<file path="src/design/mfs_pkg.sv">
`default_nettype none

package mfs_pkg;

   localparam logic [7:0] SYNC_BYTE    = 8'hFF;
   localparam logic [7:0] SYNC_HI_MASK = 8'hF0;

   localparam logic [1:0] LAYER_ONE    = 2'd3;
   localparam logic [1:0] MODE_MONO    = 2'd3;
   localparam logic [1:0] CHAN_MONO    = 2'd1;
   localparam logic [1:0] CHAN_STEREO  = 2'd2;
   localparam logic [1:0] LAST_HDR_IDX = 2'd3;

   localparam int HEADER_BYTES = 4;
   localparam int LEN_W        = 14;
   localparam int LEN_CALC_W   = 15;
   localparam int RATE_W       = 16;
   localparam int TIME_W       = 32;
   localparam int TSTEP_W      = 7;
   localparam int BRK_W        = 9;
   localparam int DIVIDEND_W   = 26;
   localparam int QUO_W        = 12;
   localparam int DIV_STEP_W   = $clog2(DIVIDEND_W + 1);

   // Frame-length scale factors (12 and 144, times 1000) for the multiply by the kbps bit rate.
   localparam logic [DIVIDEND_W-1:0] SCALE_LAYER_ONE = 26'd12000;
   localparam logic [DIVIDEND_W-1:0] SCALE_OTHER     = 26'd144000;

   localparam logic [BRK_W-1:0] BITRATE_KBPS [2][3][16] = '{
      '{
         '{9'd0, 9'd8, 9'd16, 9'd24, 9'd32, 9'd40, 9'd48, 9'd56,
           9'd64, 9'd80, 9'd96, 9'd112, 9'd128, 9'd144, 9'd160, 9'd0},
         '{9'd0, 9'd8, 9'd16, 9'd24, 9'd32, 9'd40, 9'd48, 9'd56,
           9'd64, 9'd80, 9'd96, 9'd112, 9'd128, 9'd144, 9'd160, 9'd0},
         '{9'd0, 9'd32, 9'd48, 9'd56, 9'd64, 9'd80, 9'd96, 9'd112,
           9'd128, 9'd144, 9'd160, 9'd176, 9'd192, 9'd224, 9'd256, 9'd0}
      },
      '{
         '{9'd0, 9'd32, 9'd40, 9'd48, 9'd56, 9'd64, 9'd80, 9'd96,
           9'd112, 9'd128, 9'd160, 9'd192, 9'd224, 9'd256, 9'd320, 9'd0},
         '{9'd0, 9'd32, 9'd48, 9'd56, 9'd64, 9'd80, 9'd96, 9'd112,
           9'd128, 9'd160, 9'd192, 9'd224, 9'd256, 9'd320, 9'd384, 9'd0},
         '{9'd0, 9'd32, 9'd64, 9'd96, 9'd128, 9'd160, 9'd192, 9'd224,
           9'd256, 9'd288, 9'd320, 9'd352, 9'd384, 9'd416, 9'd448, 9'd0}
      }
   };

   localparam logic [RATE_W-1:0] BASE_RATE [4] = '{
      16'd22050, 16'd24000, 16'd16000, 16'd22050
   };

   // Rounded milliseconds per 1024-sample frame for each rate.
   localparam logic [TSTEP_W-1:0] TIME_STEP [2][4] = '{
      '{7'd46, 7'd43, 7'd64, 7'd46},
      '{7'd23, 7'd21, 7'd32, 7'd23}
   };

   typedef enum logic [1:0] {
      EMIT_BODY,
      EMIT_HEADER,
      EMIT_CUT
   } emit_sel_type;

   typedef struct packed {
      logic         wr_hold0;
      logic         wr_hold1;
      logic         wr_hold2;
      logic         wr_hold3;
      logic         start_div;
      logic         latch_frame;
      logic         clear_left;
      logic         dec_left;
      logic         emit;
      emit_sel_type emit_sel;
      logic [1:0]   hdr_idx;
   } ctl_cmd_type;

   typedef struct packed {
      logic is_flush;
      logic is_sync;
      logic is_sync_hi;
      logic out_free;
      logic div_done;
      logic len_ok;
      logic left_zero;
      logic left_one;
   } dp_status_type;

   function automatic logic [BRK_W-1:0] bitrate_kbps(input logic ver,
                                                    input logic [1:0] row,
                                                    input logic [3:0] idx);
      return BITRATE_KBPS[ver][row][idx];
   endfunction

   function automatic logic [RATE_W-1:0] sample_rate_of(input logic ver,
                                                       input logic [1:0] code);
      logic [RATE_W-1:0] base;
      base = BASE_RATE[code];
      return ver ? {base[RATE_W-2:0], 1'b0} : base;
   endfunction

endpackage

`default_nettype wire

</file>
<file path="src/design/mfs_channels.sv">
`default_nettype none

interface mfs_req_if;
   logic       valid;
   logic       ready;
   logic       req_type;
   logic [7:0] in_byte;

   modport source (output valid, output req_type, output in_byte, input ready);
   modport sink   (input valid, input req_type, input in_byte, output ready);
endinterface

interface mfs_rsp_if;
   logic        valid;
   logic        ready;
   logic [7:0]  frame_byte;
   logic        byte_valid;
   logic        frame_first;
   logic        frame_last;
   logic        frame_cut;
   logic [15:0] sample_rate;
   logic [1:0]  channel_count;
   logic [31:0] frame_time;
   logic [13:0] frame_length;
   logic        run_last;

   modport source (output valid, output frame_byte, output byte_valid,
                   output frame_first, output frame_last, output frame_cut,
                   output sample_rate, output channel_count, output frame_time,
                   output frame_length, output run_last, input ready);
   modport sink   (input valid, input frame_byte, input byte_valid,
                   input frame_first, input frame_last, input frame_cut,
                   input sample_rate, input channel_count, input frame_time,
                   input frame_length, input run_last, output ready);
endinterface

`default_nettype wire

</file>
<file path="src/design/mfs_divider.sv">
`default_nettype none

module mfs_divider (
   input  logic                            clock,
   input  logic                            reset,
   input  logic                            start,
   input  logic [mfs_pkg::DIVIDEND_W-1:0]  dividend,
   input  logic [mfs_pkg::RATE_W-1:0]      divisor,
   output logic                            done,
   output logic [mfs_pkg::DIVIDEND_W-1:0]  quotient
);
   import mfs_pkg::*;

   logic                  busy_ff, busy_in;
   logic                  done_ff, done_in;
   logic [DIV_STEP_W-1:0] cnt_ff, cnt_in;
   logic [DIVIDEND_W-1:0] quo_ff, quo_in;
   logic [RATE_W-1:0]     rem_ff, rem_in;
   logic [RATE_W-1:0]     div_ff, div_in;
   logic [RATE_W:0]       shifted;
   logic [RATE_W:0]       diff;

   // Restoring division, one quotient bit per cycle, dividend shifted out of quo_ff.
   always_comb begin
      shifted = {rem_ff, quo_ff[DIVIDEND_W-1]};
      diff    = shifted - {1'b0, div_ff};
      busy_in = busy_ff;
      done_in = 1'b0;
      cnt_in  = cnt_ff;
      quo_in  = quo_ff;
      rem_in  = rem_ff;
      div_in  = div_ff;
      if (start) begin
         busy_in = 1'b1;
         cnt_in  = DIV_STEP_W'(DIVIDEND_W);
         quo_in  = dividend;
         rem_in  = '0;
         div_in  = divisor;
      end else if (busy_ff) begin
         if (diff[RATE_W]) begin
            rem_in = shifted[RATE_W-1:0];
            quo_in = {quo_ff[DIVIDEND_W-2:0], 1'b0};
         end else begin
            rem_in = diff[RATE_W-1:0];
            quo_in = {quo_ff[DIVIDEND_W-2:0], 1'b1};
         end
         cnt_in = cnt_ff - DIV_STEP_W'(1);
         if (cnt_ff == DIV_STEP_W'(1)) begin
            busy_in = 1'b0;
            done_in = 1'b1;
         end
      end
   end

   always_ff @(posedge clock) begin
      if (reset) begin
         busy_ff <= 1'b0;
         done_ff <= 1'b0;
         cnt_ff  <= '0;
      end else begin
         busy_ff <= busy_in;
         done_ff <= done_in;
         cnt_ff  <= cnt_in;
      end
      quo_ff <= quo_in;
      rem_ff <= rem_in;
      div_ff <= div_in;
   end

   assign done     = done_ff;
   assign quotient = quo_ff;

endmodule

`default_nettype wire

</file>
<file path="src/design/mfs_datapath.sv">
`default_nettype none

module mfs_datapath #(
   parameter int MAX_FRAME_BYTES = 16376
) (
   input  logic                   clock,
   input  logic                   reset,
   input  mfs_pkg::ctl_cmd_type   cmd,
   output mfs_pkg::dp_status_type status,
   input  logic                   req_type,
   input  logic [7:0]             in_byte,
   input  logic                   out_ready,
   output logic                   out_valid,
   output logic [7:0]             frame_byte,
   output logic                   byte_valid,
   output logic                   frame_first,
   output logic                   frame_last,
   output logic                   frame_cut,
   output logic [15:0]            sample_rate,
   output logic [1:0]             channel_count,
   output logic [31:0]            frame_time,
   output logic [13:0]            frame_length,
   output logic                   run_last
);
   import mfs_pkg::*;

   logic [7:0]        hold0_ff, hold1_ff, hold2_ff, hold3_ff;
   logic [LEN_W-1:0]  left_ff, left_in;
   logic [LEN_W-1:0]  len_ff, len_in;
   logic [RATE_W-1:0] rate_ff, rate_in;
   logic [1:0]        chan_ff, chan_in;
   logic [TIME_W-1:0] tcount_ff, tcount_in;
   logic [TIME_W-1:0] time_ff, time_in;

   logic              ovalid_ff, ovalid_in;
   logic [7:0]        obyte_ff, obyte_in;
   logic              obvalid_ff, obvalid_in;
   logic              ofirst_ff, ofirst_in;
   logic              olast_ff, olast_in;
   logic              ocut_ff, ocut_in;
   logic [RATE_W-1:0] orate_ff, orate_in;
   logic [1:0]        ochan_ff, ochan_in;
   logic [TIME_W-1:0] otime_ff, otime_in;
   logic [LEN_W-1:0]  olen_ff, olen_in;
   logic              orun_ff, orun_in;

   logic                  ver;
   logic [1:0]            layer;
   logic [1:0]            row;
   logic [BRK_W-1:0]      br_k;
   logic [DIVIDEND_W-1:0] dividend;
   logic [RATE_W-1:0]     rate;
   logic                  div_done;
   logic [DIVIDEND_W-1:0] quotient;
   logic [LEN_CALC_W-1:0] len_base;
   logic [LEN_CALC_W-1:0] len_full;
   logic [7:0]            hdr_byte;
   logic                  out_free;

   // Header fields come from the held second and third bytes.
   always_comb begin
      ver      = hold1_ff[3];
      layer    = hold1_ff[2:1];
      row      = (layer == 2'd0) ? 2'd0 : layer - 2'd1;
      br_k     = bitrate_kbps(ver, row, hold2_ff[7:4]);
      dividend = DIVIDEND_W'(br_k) *
                 ((layer == LAYER_ONE) ? SCALE_LAYER_ONE : SCALE_OTHER);
      rate     = sample_rate_of(ver, hold2_ff[3:2]);
      len_base = LEN_CALC_W'(quotient[QUO_W-1:0]) + LEN_CALC_W'(hold2_ff[1]);
      len_full = (layer == LAYER_ONE) ? {len_base[LEN_CALC_W-3:0], 2'b00} : len_base;
   end

   mfs_divider u_divider (
      .clock    (clock),
      .reset    (reset),
      .start    (cmd.start_div),
      .dividend (dividend),
      .divisor  (rate),
      .done     (div_done),
      .quotient (quotient)
   );

   assign out_free = !ovalid_ff || out_ready;

   always_comb begin
      status.is_flush   = req_type;
      status.is_sync    = (in_byte == SYNC_BYTE);
      status.is_sync_hi = ((in_byte & SYNC_HI_MASK) == SYNC_HI_MASK);
      status.out_free   = out_free;
      status.div_done   = div_done;
      status.len_ok     = (len_full <= LEN_CALC_W'(MAX_FRAME_BYTES)) &&
                          (len_full >= LEN_CALC_W'(HEADER_BYTES));
      status.left_zero  = (left_ff == '0);
      status.left_one   = (left_ff == LEN_W'(1));
   end

   always_comb begin
      left_in   = left_ff;
      len_in    = len_ff;
      rate_in   = rate_ff;
      chan_in   = chan_ff;
      tcount_in = tcount_ff;
      time_in   = time_ff;
      if (cmd.clear_left) begin
         left_in = '0;
      end else if (cmd.latch_frame) begin
         left_in = len_full[LEN_W-1:0] - LEN_W'(HEADER_BYTES);
      end else if (cmd.dec_left && !status.left_zero) begin
         left_in = left_ff - LEN_W'(1);
      end
      if (cmd.latch_frame) begin
         len_in    = len_full[LEN_W-1:0];
         rate_in   = rate;
         chan_in   = (hold3_ff[7:6] == MODE_MONO) ? CHAN_MONO : CHAN_STEREO;
         time_in   = tcount_ff;
         tcount_in = tcount_ff + TIME_W'(TIME_STEP[ver][hold2_ff[3:2]]);
      end
   end

   always_comb begin
      unique case (cmd.hdr_idx)
         2'd0: hdr_byte = hold0_ff;
         2'd1: hdr_byte = hold1_ff;
         2'd2: hdr_byte = hold2_ff;
         default: hdr_byte = hold3_ff;
      endcase
   end

   // One result beat is loaded per emit; the frame data travels with it.
   always_comb begin
      ovalid_in  = ovalid_ff && !out_ready;
      obyte_in   = obyte_ff;
      obvalid_in = obvalid_ff;
      ofirst_in  = ofirst_ff;
      olast_in   = olast_ff;
      ocut_in    = ocut_ff;
      orate_in   = orate_ff;
      ochan_in   = ochan_ff;
      otime_in   = otime_ff;
      olen_in    = olen_ff;
      orun_in    = orun_ff;
      if (cmd.emit) begin
         ovalid_in = 1'b1;
         orate_in  = rate_ff;
         ochan_in  = chan_ff;
         otime_in  = time_ff;
         olen_in   = len_ff;
         unique case (cmd.emit_sel)
            EMIT_BODY: begin
               obyte_in   = in_byte;
               obvalid_in = 1'b1;
               ofirst_in  = 1'b0;
               olast_in   = status.left_one;
               ocut_in    = 1'b0;
               orun_in    = 1'b1;
            end
            EMIT_HEADER: begin
               obyte_in   = hdr_byte;
               obvalid_in = 1'b1;
               ofirst_in  = (cmd.hdr_idx == 2'd0);
               olast_in   = (cmd.hdr_idx == LAST_HDR_IDX) && status.left_zero;
               ocut_in    = 1'b0;
               orun_in    = (cmd.hdr_idx == LAST_HDR_IDX);
            end
            default: begin
               obyte_in   = '0;
               obvalid_in = 1'b0;
               ofirst_in  = 1'b0;
               olast_in   = 1'b1;
               ocut_in    = 1'b1;
               orun_in    = 1'b1;
            end
         endcase
      end
   end

   always_ff @(posedge clock) begin
      if (reset) begin
         left_ff   <= '0;
         len_ff    <= '0;
         rate_ff   <= '0;
         chan_ff   <= CHAN_STEREO;
         tcount_ff <= '0;
         time_ff   <= '0;
         ovalid_ff <= 1'b0;
      end else begin
         left_ff   <= left_in;
         len_ff    <= len_in;
         rate_ff   <= rate_in;
         chan_ff   <= chan_in;
         tcount_ff <= tcount_in;
         time_ff   <= time_in;
         ovalid_ff <= ovalid_in;
      end
      if (cmd.wr_hold0) hold0_ff <= in_byte;
      if (cmd.wr_hold1) hold1_ff <= in_byte;
      if (cmd.wr_hold2) hold2_ff <= in_byte;
      if (cmd.wr_hold3) hold3_ff <= in_byte;
      obyte_ff   <= obyte_in;
      obvalid_ff <= obvalid_in;
      ofirst_ff  <= ofirst_in;
      olast_ff   <= olast_in;
      ocut_ff    <= ocut_in;
      orate_ff   <= orate_in;
      ochan_ff   <= ochan_in;
      otime_ff   <= otime_in;
      olen_ff    <= olen_in;
      orun_ff    <= orun_in;
   end

   assign out_valid     = ovalid_ff;
   assign frame_byte    = obyte_ff;
   assign byte_valid    = obvalid_ff;
   assign frame_first   = ofirst_ff;
   assign frame_last    = olast_ff;
   assign frame_cut     = ocut_ff;
   assign sample_rate   = orate_ff;
   assign channel_count = ochan_ff;
   assign frame_time    = otime_ff;
   assign frame_length  = olen_ff;
   assign run_last      = orun_ff;

endmodule

`default_nettype wire

</file>
<file path="src/design/mfs_control.sv">
`default_nettype none

module mfs_control (
   input  logic                   clock,
   input  logic                   reset,
   input  logic                   in_valid,
   output logic                   in_ready,
   input  mfs_pkg::dp_status_type status,
   output mfs_pkg::ctl_cmd_type   cmd
);
   import mfs_pkg::*;

   typedef enum logic [2:0] {
      ST_HUNT,
      ST_SYNC1,
      ST_HDR2,
      ST_HDR3,
      ST_BODY,
      ST_DIVIDE,
      ST_EMIT
   } state_type;

   state_type  state_ff, state_in;
   logic [1:0] idx_ff, idx_in;
   logic       in_phase;
   logic       accept;
   logic       flush;

   always_comb begin
      in_phase = (state_ff == ST_HUNT) || (state_ff == ST_SYNC1) ||
                 (state_ff == ST_HDR2) || (state_ff == ST_HDR3) ||
                 (state_ff == ST_BODY);
      in_ready = in_phase && status.out_free;
      accept   = in_valid && in_ready;
      flush    = status.is_flush;

      state_in       = state_ff;
      idx_in         = idx_ff;
      cmd            = '0;
      cmd.emit_sel   = EMIT_BODY;
      cmd.hdr_idx    = idx_ff;
      cmd.clear_left = accept && flush;

      unique case (state_ff)
         ST_HUNT: begin
            if (accept && !flush && status.is_sync) begin
               cmd.wr_hold0 = 1'b1;
               state_in     = ST_SYNC1;
            end
         end
         ST_SYNC1: begin
            if (accept) begin
               if (!flush && status.is_sync_hi) begin
                  cmd.wr_hold1 = 1'b1;
                  state_in     = ST_HDR2;
               end else begin
                  state_in = ST_HUNT;
               end
            end
         end
         ST_HDR2: begin
            if (accept) begin
               if (flush) begin
                  state_in = ST_HUNT;
               end else begin
                  cmd.wr_hold2 = 1'b1;
                  state_in     = ST_HDR3;
               end
            end
         end
         ST_HDR3: begin
            if (accept) begin
               if (flush) begin
                  state_in = ST_HUNT;
               end else begin
                  cmd.wr_hold3  = 1'b1;
                  cmd.start_div = 1'b1;
                  state_in      = ST_DIVIDE;
               end
            end
         end
         ST_BODY: begin
            if (accept) begin
               cmd.emit = 1'b1;
               if (flush) begin
                  cmd.emit_sel = EMIT_CUT;
                  state_in     = ST_HUNT;
               end else begin
                  cmd.dec_left = 1'b1;
                  if (status.left_one) begin
                     state_in = ST_HUNT;
                  end
               end
            end
         end
         ST_DIVIDE: begin
            if (status.div_done) begin
               if (status.len_ok) begin
                  cmd.latch_frame = 1'b1;
                  idx_in          = 2'd0;
                  state_in        = ST_EMIT;
               end else begin
                  state_in = ST_HUNT;
               end
            end
         end
         ST_EMIT: begin
            if (status.out_free) begin
               cmd.emit     = 1'b1;
               cmd.emit_sel = EMIT_HEADER;
               if (idx_ff == LAST_HDR_IDX) begin
                  state_in = status.left_zero ? ST_HUNT : ST_BODY;
               end else begin
                  idx_in = idx_ff + 2'd1;
               end
            end
         end
         default: begin
            state_in = ST_HUNT;
         end
      endcase
   end

   always_ff @(posedge clock) begin
      if (reset) begin
         state_ff <= ST_HUNT;
         idx_ff   <= 2'd0;
      end else begin
         state_ff <= state_in;
         idx_ff   <= idx_in;
      end
   end

endmodule

`default_nettype wire

</file>
<file path="src/design/mp3_frame_splitter_unit.sv">
`default_nettype none

// Channel    Direction  Beat carries
// req_chan   in         req_type (byte or flush), in_byte
// rsp_chan   out        frame_byte, marks, sample_rate, channel_count, frame_time,
//                       frame_length, run_last
//
// Payload bytes pass through a single output register; hunt bytes produce no output.
// The fourth header byte starts a 26-step shift-subtract divide; for a frame length
// in range, the four header beats then leave one per cycle while the receiver takes
// them, and req_chan.ready stays low from that byte until the last one is loaded.
// Reset is synchronous and needs no sweep; the block is ready on the next cycle.
// A stalled result holds the output register and req_chan.ready stays low meanwhile.

module mp3_frame_splitter_unit #(
   parameter int MAX_FRAME_BYTES = 16376
) (
   input  logic      clock,
   input  logic      reset,
   mfs_req_if.sink   req_chan,
   mfs_rsp_if.source rsp_chan
);
   import mfs_pkg::*;

   ctl_cmd_type   cmd;
   dp_status_type status;

   mfs_control u_control (
      .clock    (clock),
      .reset    (reset),
      .in_valid (req_chan.valid),
      .in_ready (req_chan.ready),
      .status   (status),
      .cmd      (cmd)
   );

   mfs_datapath #(
      .MAX_FRAME_BYTES (MAX_FRAME_BYTES)
   ) u_datapath (
      .clock         (clock),
      .reset         (reset),
      .cmd           (cmd),
      .status        (status),
      .req_type      (req_chan.req_type),
      .in_byte       (req_chan.in_byte),
      .out_ready     (rsp_chan.ready),
      .out_valid     (rsp_chan.valid),
      .frame_byte    (rsp_chan.frame_byte),
      .byte_valid    (rsp_chan.byte_valid),
      .frame_first   (rsp_chan.frame_first),
      .frame_last    (rsp_chan.frame_last),
      .frame_cut     (rsp_chan.frame_cut),
      .sample_rate   (rsp_chan.sample_rate),
      .channel_count (rsp_chan.channel_count),
      .frame_time    (rsp_chan.frame_time),
      .frame_length  (rsp_chan.frame_length),
      .run_last      (rsp_chan.run_last)
   );

endmodule

`default_nettype wire

</file>
<file path="src/flat_wrapper.sv">
// flat-port wrapper written by rule: the top's interface ports become plain ports
module mp3_frame_splitter_unit_flat import mfs_pkg::*;
#(
   parameter int MAX_FRAME_BYTES = 16376
)
  (clock, reset, req_chan_valid, req_chan_req_type, req_chan_in_byte, req_chan_ready, rsp_chan_valid, rsp_chan_frame_byte, rsp_chan_byte_valid, rsp_chan_frame_first, rsp_chan_frame_last, rsp_chan_frame_cut, rsp_chan_sample_rate, rsp_chan_channel_count, rsp_chan_frame_time, rsp_chan_frame_length, rsp_chan_run_last, rsp_chan_ready);
  mfs_req_if req_chan_i ();
  mfs_rsp_if rsp_chan_i ();
  input  logic clock;
  input  logic reset;
  input wire logic [$bits(req_chan_i.valid)-1:0] req_chan_valid;
  input wire logic [$bits(req_chan_i.req_type)-1:0] req_chan_req_type;
  input wire logic [$bits(req_chan_i.in_byte)-1:0] req_chan_in_byte;
  output wire logic [$bits(req_chan_i.ready)-1:0] req_chan_ready;
  output wire logic [$bits(rsp_chan_i.valid)-1:0] rsp_chan_valid;
  output wire logic [$bits(rsp_chan_i.frame_byte)-1:0] rsp_chan_frame_byte;
  output wire logic [$bits(rsp_chan_i.byte_valid)-1:0] rsp_chan_byte_valid;
  output wire logic [$bits(rsp_chan_i.frame_first)-1:0] rsp_chan_frame_first;
  output wire logic [$bits(rsp_chan_i.frame_last)-1:0] rsp_chan_frame_last;
  output wire logic [$bits(rsp_chan_i.frame_cut)-1:0] rsp_chan_frame_cut;
  output wire logic [$bits(rsp_chan_i.sample_rate)-1:0] rsp_chan_sample_rate;
  output wire logic [$bits(rsp_chan_i.channel_count)-1:0] rsp_chan_channel_count;
  output wire logic [$bits(rsp_chan_i.frame_time)-1:0] rsp_chan_frame_time;
  output wire logic [$bits(rsp_chan_i.frame_length)-1:0] rsp_chan_frame_length;
  output wire logic [$bits(rsp_chan_i.run_last)-1:0] rsp_chan_run_last;
  input wire logic [$bits(rsp_chan_i.ready)-1:0] rsp_chan_ready;
  assign req_chan_i.valid = req_chan_valid;
  assign req_chan_i.req_type = req_chan_req_type;
  assign req_chan_i.in_byte = req_chan_in_byte;
  assign req_chan_ready = req_chan_i.ready;
  assign rsp_chan_valid = rsp_chan_i.valid;
  assign rsp_chan_frame_byte = rsp_chan_i.frame_byte;
  assign rsp_chan_byte_valid = rsp_chan_i.byte_valid;
  assign rsp_chan_frame_first = rsp_chan_i.frame_first;
  assign rsp_chan_frame_last = rsp_chan_i.frame_last;
  assign rsp_chan_frame_cut = rsp_chan_i.frame_cut;
  assign rsp_chan_sample_rate = rsp_chan_i.sample_rate;
  assign rsp_chan_channel_count = rsp_chan_i.channel_count;
  assign rsp_chan_frame_time = rsp_chan_i.frame_time;
  assign rsp_chan_frame_length = rsp_chan_i.frame_length;
  assign rsp_chan_run_last = rsp_chan_i.run_last;
  assign rsp_chan_i.ready = rsp_chan_ready;
  mp3_frame_splitter_unit #(.MAX_FRAME_BYTES(MAX_FRAME_BYTES)) u_core (.clock(clock), .reset(reset), .req_chan(req_chan_i), .rsp_chan(rsp_chan_i));
endmodule
</file>
<file path="config.mk">
export PLATFORM = sky130hd
export DESIGN_NAME = mp3_frame_splitter_unit_flat
export DESIGN_NICKNAME = d
export VERILOG_FILES = /design/src/design/mfs_pkg.sv /design/src/design/mfs_channels.sv /design/src/design/mfs_divider.sv /design/src/design/mfs_datapath.sv /design/src/design/mfs_control.sv /design/src/design/mp3_frame_splitter_unit.sv /design/src/flat_wrapper.sv
export SDC_FILE = /design/constraint.sdc
export NUM_CORES = 1
export LEC_CHECK = 0
export BUFFER_PORTS_ARGS = -buffer_cell sky130_fd_sc_hd__buf_2
export CAP_MARGIN = 30
export CORE_MARGIN = 5
export CORE_UTILIZATION = 55
export DETAILED_ROUTE_END_ITERATION = 6
export PLACE_DENSITY = 0.87
export SLEW_MARGIN = 20
export SYNTH_ARGS = -nofsm -noshare
export SYNTH_HDL_FRONTEND = slang
export SYNTH_SLANG_ARGS = --single-unit
export TNS_END_PERCENT = 100
</file>
<file path="constraint.sdc">
create_clock -name clock -period 5.8 [get_ports clock]
set_clock_uncertainty 0.05 [all_clocks]
set_input_delay 0 -clock clock [delete_from_list [all_inputs] [get_ports clock]]
set_output_delay 0 -clock clock [all_outputs]
set_load 0.05 [all_outputs]
</file>
==> summary.txt, run 1 <==
Outcome
  – Status: finished, final reports clean

Setup path
  – Register-to-Register Path Depth: 24
  – Reg2Reg Capture Point: u_core.u_datapath.u_divider.quotient[21]$_DFFE_PP_
  – Crit path arrival time: 5.92 ns
  – Crit. End Element: flop
  – Startpoint type of the worst setup path: flop
  – Critical Path Sink: u_core.u_datapath.u_divider.quotient[21]$_DFFE_PP_
  – Worst R2R Start: u_core.u_datapath.hold2_ff[5]$_DFFE_PP_
  – Peak fanout along the critical path: 5
  – Crit Path Category: flop to flop
  – Worst Setup SP: u_core.u_datapath.hold2_ff[5]$_DFFE_PP_
  – R2R setup slack: 0.11 ns
  – Req. time, crit path: 6.03 ns

Placement
  – DP Cell Count: 1892
  – DP Area: 15400 sq um
  – Worst slack at placement: -0.0457 ns
  – DP Wirelength: 22300 um
  – PortBufs: 88
  – Placer Congestion: 0.882

Synth
  – Post-synthesis simple-gate area fraction: 0.171
  – Multiplexer share of the synthesized area: 0.0159
  – Post-synth EDFFs: 143
  – Synth Area in Adders: 0.109
  – Seq cells post-synth: 278
  – Async S/R FF share, synth: 0
  – Leading area contributor after synthesis: edfxtp_1
  – Syn_area_per_cell: 9.61 sq um
  – Main area contributors after synthesis: edfxtp_1 29%, dfxtp_1 18%, ha_1 7.8%, nand2_1 5.8%, a21oi_1 4.8%
  – Post-Synthesis Cell Area: 14600 sq um
  – Main combinational cell family by area after synthesis: simple AND/OR/NAND/NOR gates
  – Post-Synth XOR/XNOR Area: 0.0395
  – Sequential cell area fraction in the yosys report: 0.478
  – Yosys warns: 0
  – Synth unique cells: 78
  – Synthesized instance count: 1524
  – Synth Area in Compound Gates: 0.138
  – Top_reg_cell synth: edfxtp_1
  – Synth top area share: 0.293
  – Most common cell in the netlist: nand2_1
  – Most frequent cells after synthesis: 226 x nand2_1, 143 x edfxtp_1, 139 x a21oi_1

Timing
  – Final hold violations: 0
  – Unrepaired setup endpoints after global routing: yes
  – Setup TNS: 0 ns
  – Measured slew at the worst slew-check pin: 0.893 ns
  – Final worst slack: 0.107 ns
  – Hold_ws: 0.187 ns
  – Crit share post-route: 0.981
  – Max Fclk: 176 MHz
  – Final setup vio count: 0
  – Fin. max-slew vios: 0
  – Crit path time final: 5.69 ns
  – Relative slew slack: 0.399

Clock tree
  – TritonCTS buffer count: 28
  – Depth of the CTS H-tree: 1
  – Clk sinks: 278
  – Clock-pin transition on the worst setup and hold timing paths: 0.06 ns
  – Deepest clock path buffer count: 3
  – Clk root buf: clkbuf_16
  – Clock latency on the worst-skew pair: 0.56 ns
  – CTS tree: yes

Pwr
  – Power density over the cells: 305 nW/um^2
  – Int Power: 3.61 mW
  – Pleak: 6.68 nW
  – Comb pwr share: 0.197
  – NetSw: 1.47 mW
  – Clock network power share: 0.359
  – Tot Pwr: 5.08 mW
  – Sw Share: 0.290
  – Peak supply drop: 243 uV
  – Sequential power share: 0.444

GRT
  – First-pass GRT wire length: 54100 um
  – All-layer global routing usage: 0.209
  – Vias in the first global route: 11200
  – GRT overflow: 0
  – Initial antenna violation count: 0
  – Largest net degree at the start of global routing: 84

Final layout
  – Finished Layout Cells: 1978
  – Fin nets: 1747
  – Layout cells sized above 1: 0.137
  – Area occupied by multi-input gates: 7000 sq um
  – Final Core Density: 0.637
  – N_diodes: 0
  – Fin area: 16600 sq um
  – FF/Latch Area: 7000 sq um
  – Fill count: 2015
  – Area Overhead vs Synth: 13.6%

Die
  – Initial Util: 0.560
  – Row cnt: 59
  – Die H: 173 um
  – IO Pins: 92
  – Core area: 26100 sq um
  – Die Area: 30000 sq um
  – Chip width: 173 um

Route
  – WL/cell: 16.8 um
  – DR DRC count: 0
  – Post-route ant nets: 0
  – Via-per-instance ratio: 5.91
  – DRT iter0 DRCs: 986
  – DRT Pass-1 Iters: 5
  – WL final: 33300 um
  – Via count: 11700

Min path
  – Hold path startpoint: req_chan_in_byte[4]
  – Hold Path Class: input port to flop

Run
  – Max cap viols: 0
worst min path at each step:
stage	slack, ns	depth (start not counted)	to
3_3_place_gp	0.20	1	u_core.u_datapath.hold3_ff[2]$_DFFE_PP_
2_1_floorplan	0.05	0	u_core.u_datapath.hold0_ff[0]$_DFFE_PP_
3_5_place_dp	0.21	1	u_core.u_datapath.hold3_ff[2]$_DFFE_PP_
5_1_grt	0.21	2	u_core.u_datapath.hold3_ff[4]$_DFFE_PP_
4_1_cts	0.17	2	u_core.u_datapath.hold2_ff[2]$_DFFE_PP_
6_report	0.19	2	u_core.u_datapath.hold3_ff[4]$_DFFE_PP_
cell type report:
type,count,area share
Clock buffer,37,0.0447
Timing Repair Buffer,155,0.0591
Multi-Input combinational cell,1075,0.421
Tap cell,335,0.0252
Sequential cell,278,0.420
Inverter,83,0.0187
Clock inverter,15,0.0110
cells by family (layout without fill, tap and decap cells):
group           Yosys count  after routing
buf+inv                 173            290
fa+ha+maj               114            114
simple gates            534            534
flops                   278            278
other cells               1              3
mux                      22             22
compound gates          336            336
xor+xnor                 66             66
power groups by stage:
| stage | combinational (mW) | clock [mW] | sequential, mW |
|---|---|---|---|
| finish | 1.00 | 1.82 | 2.26 |
| global route | 1.09 | 1.93 | 2.27 |
| CTS | 0.986 | 1.84 | 2.25 |
| detailed placement | 0.965 | 0 | 2.29 |
| global placement | 0.907 | 0 | 2.29 |
| floorplan | 0.660 | 0 | 2.39 |
sequential cells by signal, indices dropped and copies added, names as in the netlist, 3 cells and up:
signal	cells
u_core.u_datapath.rate_ff	12
u_core.u_datapath.sample_rate	12
u_core.u_datapath.u_divider.quotient	26
u_core.u_datapath.u_divider.div_ff	12
u_core.u_datapath.tcount_ff	32
u_core.u_datapath.hold0_ff	8
u_core.u_datapath.left_ff	14
u_core.u_datapath.u_divider.cnt_ff	5
u_core.u_datapath.frame_length	14
u_core.u_datapath.frame_byte	8
u_core.u_datapath.time_ff	32
u_core.u_datapath.hold1_ff	8
u_core.u_control.state_ff	3
u_core.u_datapath.u_divider.rem_ff	16
u_core.u_datapath.hold3_ff	8
u_core.u_datapath.frame_time	32
u_core.u_datapath.hold2_ff	8
u_core.u_datapath.len_ff	14
placed cells by master, fill, tap and decap left out, types with 6 or more instances in the layout:
cell type / count
a211oi_1: 14
a21o_1: 12
a21oi_1: 136
a222oi_1: 8
a31oi_1: 15
and2_1: 16
and3_1: 11
buf_2: 87
buf_4: 52
clkbuf_1: 8
clkbuf_16: 28
clkinv_2: 6
dfxtp_1: 135
dlygate4sd3_1: 13
edfxtp_1: 143
fa_1: 22
ha_1: 91
inv_1: 82
mux2_2: 7
mux2i_1: 14
nand2_1: 226
nand2b_1: 14
nand3_1: 36
nand4_1: 20
nor2_1: 105
nor2b_1: 13
nor3_1: 31
nor4_1: 8
o21ai_0: 85
o21bai_1: 7
or2_2: 9
or3_1: 13
xnor2_1: 32
xor2_1: 32
layer usage:
metal	track usage	vias up	wire length (um)
met5	0	-	0
met4	0.0539	0	768
met3	0.0321	64	2080
met2	0.361	448	16500
met1	0.276	5620	13900
li1	-	5563	-
worst max-delay path, stage by stage, from the launching register on:
cell and delay (ns):
edfxtp_1 0.45, buf_4 0.18, nor2b_1 0.16, a31oi_1 0.22, o22ai_1 0.14, a221oi_2 0.28, nand2_1 0.08, o21ai_0 0.13
inv_1 0.10, ha_1 0.30, inv_1 0.06, fa_1 0.54, inv_1 0.06, fa_1 0.48, ha_1 0.33, ha_1 0.30
a21o_1 0.19, a21oi_2 0.18, o21ai_1 0.12, o41ai_2 0.38, buf_4 0.18, o21bai_1 0.07, a21oi_1 0.17, xor2_1 0.16
o21ai_0 0.09
repair_timing:
action	in CTS	in global routing
hold buffers	13	0
gates resized for setup	1	12
endpoints found under the hold margin	88	0
setup buffers	2	19
pin swaps	0	5
endpoints found under the setup margin	4	7
cloned	0	0
No activity file was read; power rests on OpenSTA's default activity.
==> inputs of run 2 (changes only) <==
--- a/config.mk
+++ b/config.mk
@@ -8,9 +8,10 @@
 export BUFFER_PORTS_ARGS = -buffer_cell sky130_fd_sc_hd__buf_2
 export CAP_MARGIN = 30
 export CORE_MARGIN = 5
-export CORE_UTILIZATION = 55
+export CORE_UTILIZATION = 60
 export DETAILED_ROUTE_END_ITERATION = 6
-export PLACE_DENSITY = 0.87
+export PLACE_DENSITY = 0.9
+export SKIP_LAST_GASP = 1
 export SLEW_MARGIN = 20
 export SYNTH_ARGS = -nofsm -noshare
 export SYNTH_HDL_FRONTEND = slang
==> constraint.sdc (replaced) <==
create_clock -name clock -period 6.8 [get_ports clock]
set_clock_uncertainty 0.05 [all_clocks]
set_input_delay 0 -clock clock [delete_from_list [all_inputs] [get_ports clock]]
set_output_delay 0 -clock clock [all_outputs]
set_load 0.05 [all_outputs]
==> summary.txt, run 2 (synthesis results as in run 1) <==
Outcome
  – Status: finished, final reports clean

GRT
  – All-layer global routing usage: 0.224
  – Initial antenna violation count: 0
  – Largest net degree at the start of global routing: 84
  – Vias in the first global route: 11100
  – GRT overflow: 0
  – First-pass GRT wire length: 53300 um

Final layout
  – Fill count: 1698
  – Fin nets: 1710
  – Commonest non-fill, non-tap cell in the layout: nand2_1
  – N_diodes: 0
  – Area Overhead vs Synth: 11.6%
  – Layout cells sized above 1: 0.113
  – Commonest cells after routing, fill and taps aside: 226 x nand2_1, 143 x edfxtp_1, 139 x a21oi_1

Timing
  – Fin. max-slew vios: 0
  – Max Fclk: 157 MHz
  – Crit share post-route: 0.935
  – Setup TNS: 0 ns
  – Final worst slack: 0.444 ns
  – Final hold violations: 0
  – Unrepaired setup endpoints after global routing: no
  – Measured slew at the worst slew-check pin: 0.885 ns
  – Crit path time final: 6.36 ns
  – Relative slew slack: 0.410
  – Final setup vio count: 0

Setup path
  – R2R setup slack: 0.44 ns
  – Req. time, crit path: 7.03 ns
  – Most frequent CP cell: a21oi_1
  – Worst R2R Start: u_core.u_datapath.hold1_ff[2]$_DFFE_PP_
  – Startpoint type of the worst setup path: flop
  – Crit Path Category: flop to flop
  – Crit. End Element: flop
  – Peak fanout along the critical path: 15
  – Reg2Reg Capture Point: u_core.u_datapath.u_divider.quotient[25]$_DFFE_PP_
  – CP max stage cell: edfxtp_1
  – Worst path cell trace: clkinv_1 -> nand2_1 -> a21oi_1 -> a31oi_1 -> o21ai_0 -> a21oi_1 -> inv_1 -> nand2_1 -> inv_1 -> fa_1 -> fa_1 -> fa_1 -> ha_1 -> ha_1 -> nand2_1 -> o21ai_0 -> o41ai_1 -> o21a_1 -> a21oi_1 -> a21oi_1 -> xor2_1 -> o21ai_0
  – Register-to-Register Path Depth: 22
  – Worst path max stage delay: 0.66 ns
  – Crit path arrival time: 6.58 ns

Clock tree
  – Deepest clock path buffer count: 3
  – Depth of the CTS H-tree: 1
  – TritonCTS buffer count: 29
  – CTS tree: yes
  – Clock-pin transition on the worst setup and hold timing paths: 0.06 ns
  – Clk root buf: clkbuf_16
  – Clk sinks: 278
  – Post-CTS resize count: 0
  – Clock latency on the worst-skew pair: 0.56 ns

Route
  – Via-per-instance ratio: 5.98
  – DRT iter0 DRCs: 1076
  – DRT Pass-1 Iters: 7
  – WL final: 31800 um
  – Post-route ant nets: 0
  – WL/cell: 16.5 um
  – Via count: 11600
  – DR DRC count: 0

Pwr
  – Pleak: 6.50 nW
  – Peak supply drop: 215 uV
  – Power density over the cells: 268 nW/um^2

Placement
  – Worst slack at placement: 0.399 ns
  – Placer Congestion: 0.882
  – PortBufs: 88
  – DP Wirelength: 21200 um

Min path
  – Hold Path Class: input port to flop
  – WHS Path Cells: 2
  – Hold path startpoint: req_chan_in_byte[0]
  – WHS Endpoint: u_core.u_datapath.hold2_ff[0]$_DFFE_PP_

Run
  – Max cap viols: 0

Die
  – Initial Util: 0.606
  – Row cnt: 57
  – Core area: 24200 sq um
  – Die Area: 27600 sq um
  – IO Pins: 92
  – Die H: 166 um
  – Chip width: 166 um
## run 2: how the worst max path moves through the flow
stage | startpoint | cells after the start | slack (ns) | to
after global routing | u_core.u_datapath.hold1_ff[2]$_DFFE_PP_ | 22 | 0.06 | u_core.u_datapath.u_divider.quotient[25]$_DFFE_PP_
after global placement | u_core.u_datapath.hold2_ff[6]$_DFFE_PP_ | 22 | 0.72 | u_core.u_datapath.u_divider.quotient[25]$_DFFE_PP_
after detailed placement | u_core.u_datapath.hold2_ff[6]$_DFFE_PP_ | 22 | 0.40 | u_core.u_datapath.u_divider.quotient[25]$_DFFE_PP_
final | u_core.u_datapath.hold1_ff[2]$_DFFE_PP_ | 22 | 0.44 | u_core.u_datapath.u_divider.quotient[25]$_DFFE_PP_
after floorplan | u_core.u_datapath.hold1_ff[2]$_DFFE_PP_ | 20 | 1.02 | u_core.u_datapath.u_divider.quotient[25]$_DFFE_PP_
after CTS | u_core.u_datapath.hold2_ff[6]$_DFFE_PP_ | 22 | 0.36 | u_core.u_datapath.u_divider.quotient[25]$_DFFE_PP_
## run 2: repair_timing
action / 4_1_cts / 5_1_grt
setup buffers: 0 / 1
hold buffers: 14 / 0
endpoints found under the setup margin: 0 / 1
endpoints found under the hold margin: 87 / 0
## run 2: stage by stage
| step | hold WS [ns] | util | area [sq um] | std cells | total power, mW |
|---|---|---|---|---|---|
| 6_report | 0.185 | 0.676 | 16300 | 1931 | 4.37 |
| 2_1_floorplan | 0.0489 | - | 14700 | 1526 | 2.60 |
| 3_5_place_dp | 0.201 | 0.628 | 15200 | 1860 | 2.77 |
| 3_3_place_gp | 0.200 | 0.628 | 15200 | 1859 | 2.72 |
| 5_1_grt | 0.199 | 0.676 | 16300 | 1931 | 4.57 |
| 4_1_cts | 0.162 | 0.675 | 16300 | 1928 | 4.38 |
## run 2: layer usage
metal / up-vias / wire length [um] / GRT usage
met3: 99 / 2010 / 0.0328
met1: 5525 / 13000 / 0.289
met2: 447 / 15800 / 0.389
li1: 5479 / - / -
met4: 0 / 1010 / 0.0797
met5: - / 0 / 0
## run 2: critical path, delay by kind of cell, from the launching register on
kind,cells,cell delay [ns]
flip-flops,1,0.66
XOR/XNOR,1,0.18
buffers and inverters,3,0.61
adder cells (fa/ha/maj),5,2.12
AO/OA/AOI/OAI,10,2.04
AND/OR/NAND/NOR,3,0.41
## run 2: layout make-up
cell class | instances | area, sq um | area share
flip-flops and latches | 278 | 7000 | 0.428
clock buffers | 37 | 796 | 0.0487
clock inverters | 17 | 189 | 0.0116
well taps | 324 | 405 | 0.0248
repair buffers | 117 | 699 | 0.0428
multi-input cells | 1075 | 6940 | 0.425
inverters | 83 | 312 | 0.0191
## run 2: where the power goes
| group | internal [mW] | total [mW] | switching [mW] | leakage [nW] |
|---|---|---|---|---|
| clock network | 0.948 | 1.62 | 0.670 | 0.480 |
| logic | 0.324 | 0.832 | 0.509 | 3.62 |
| registers | 1.86 | 1.93 | 0.0686 | 2.40 |
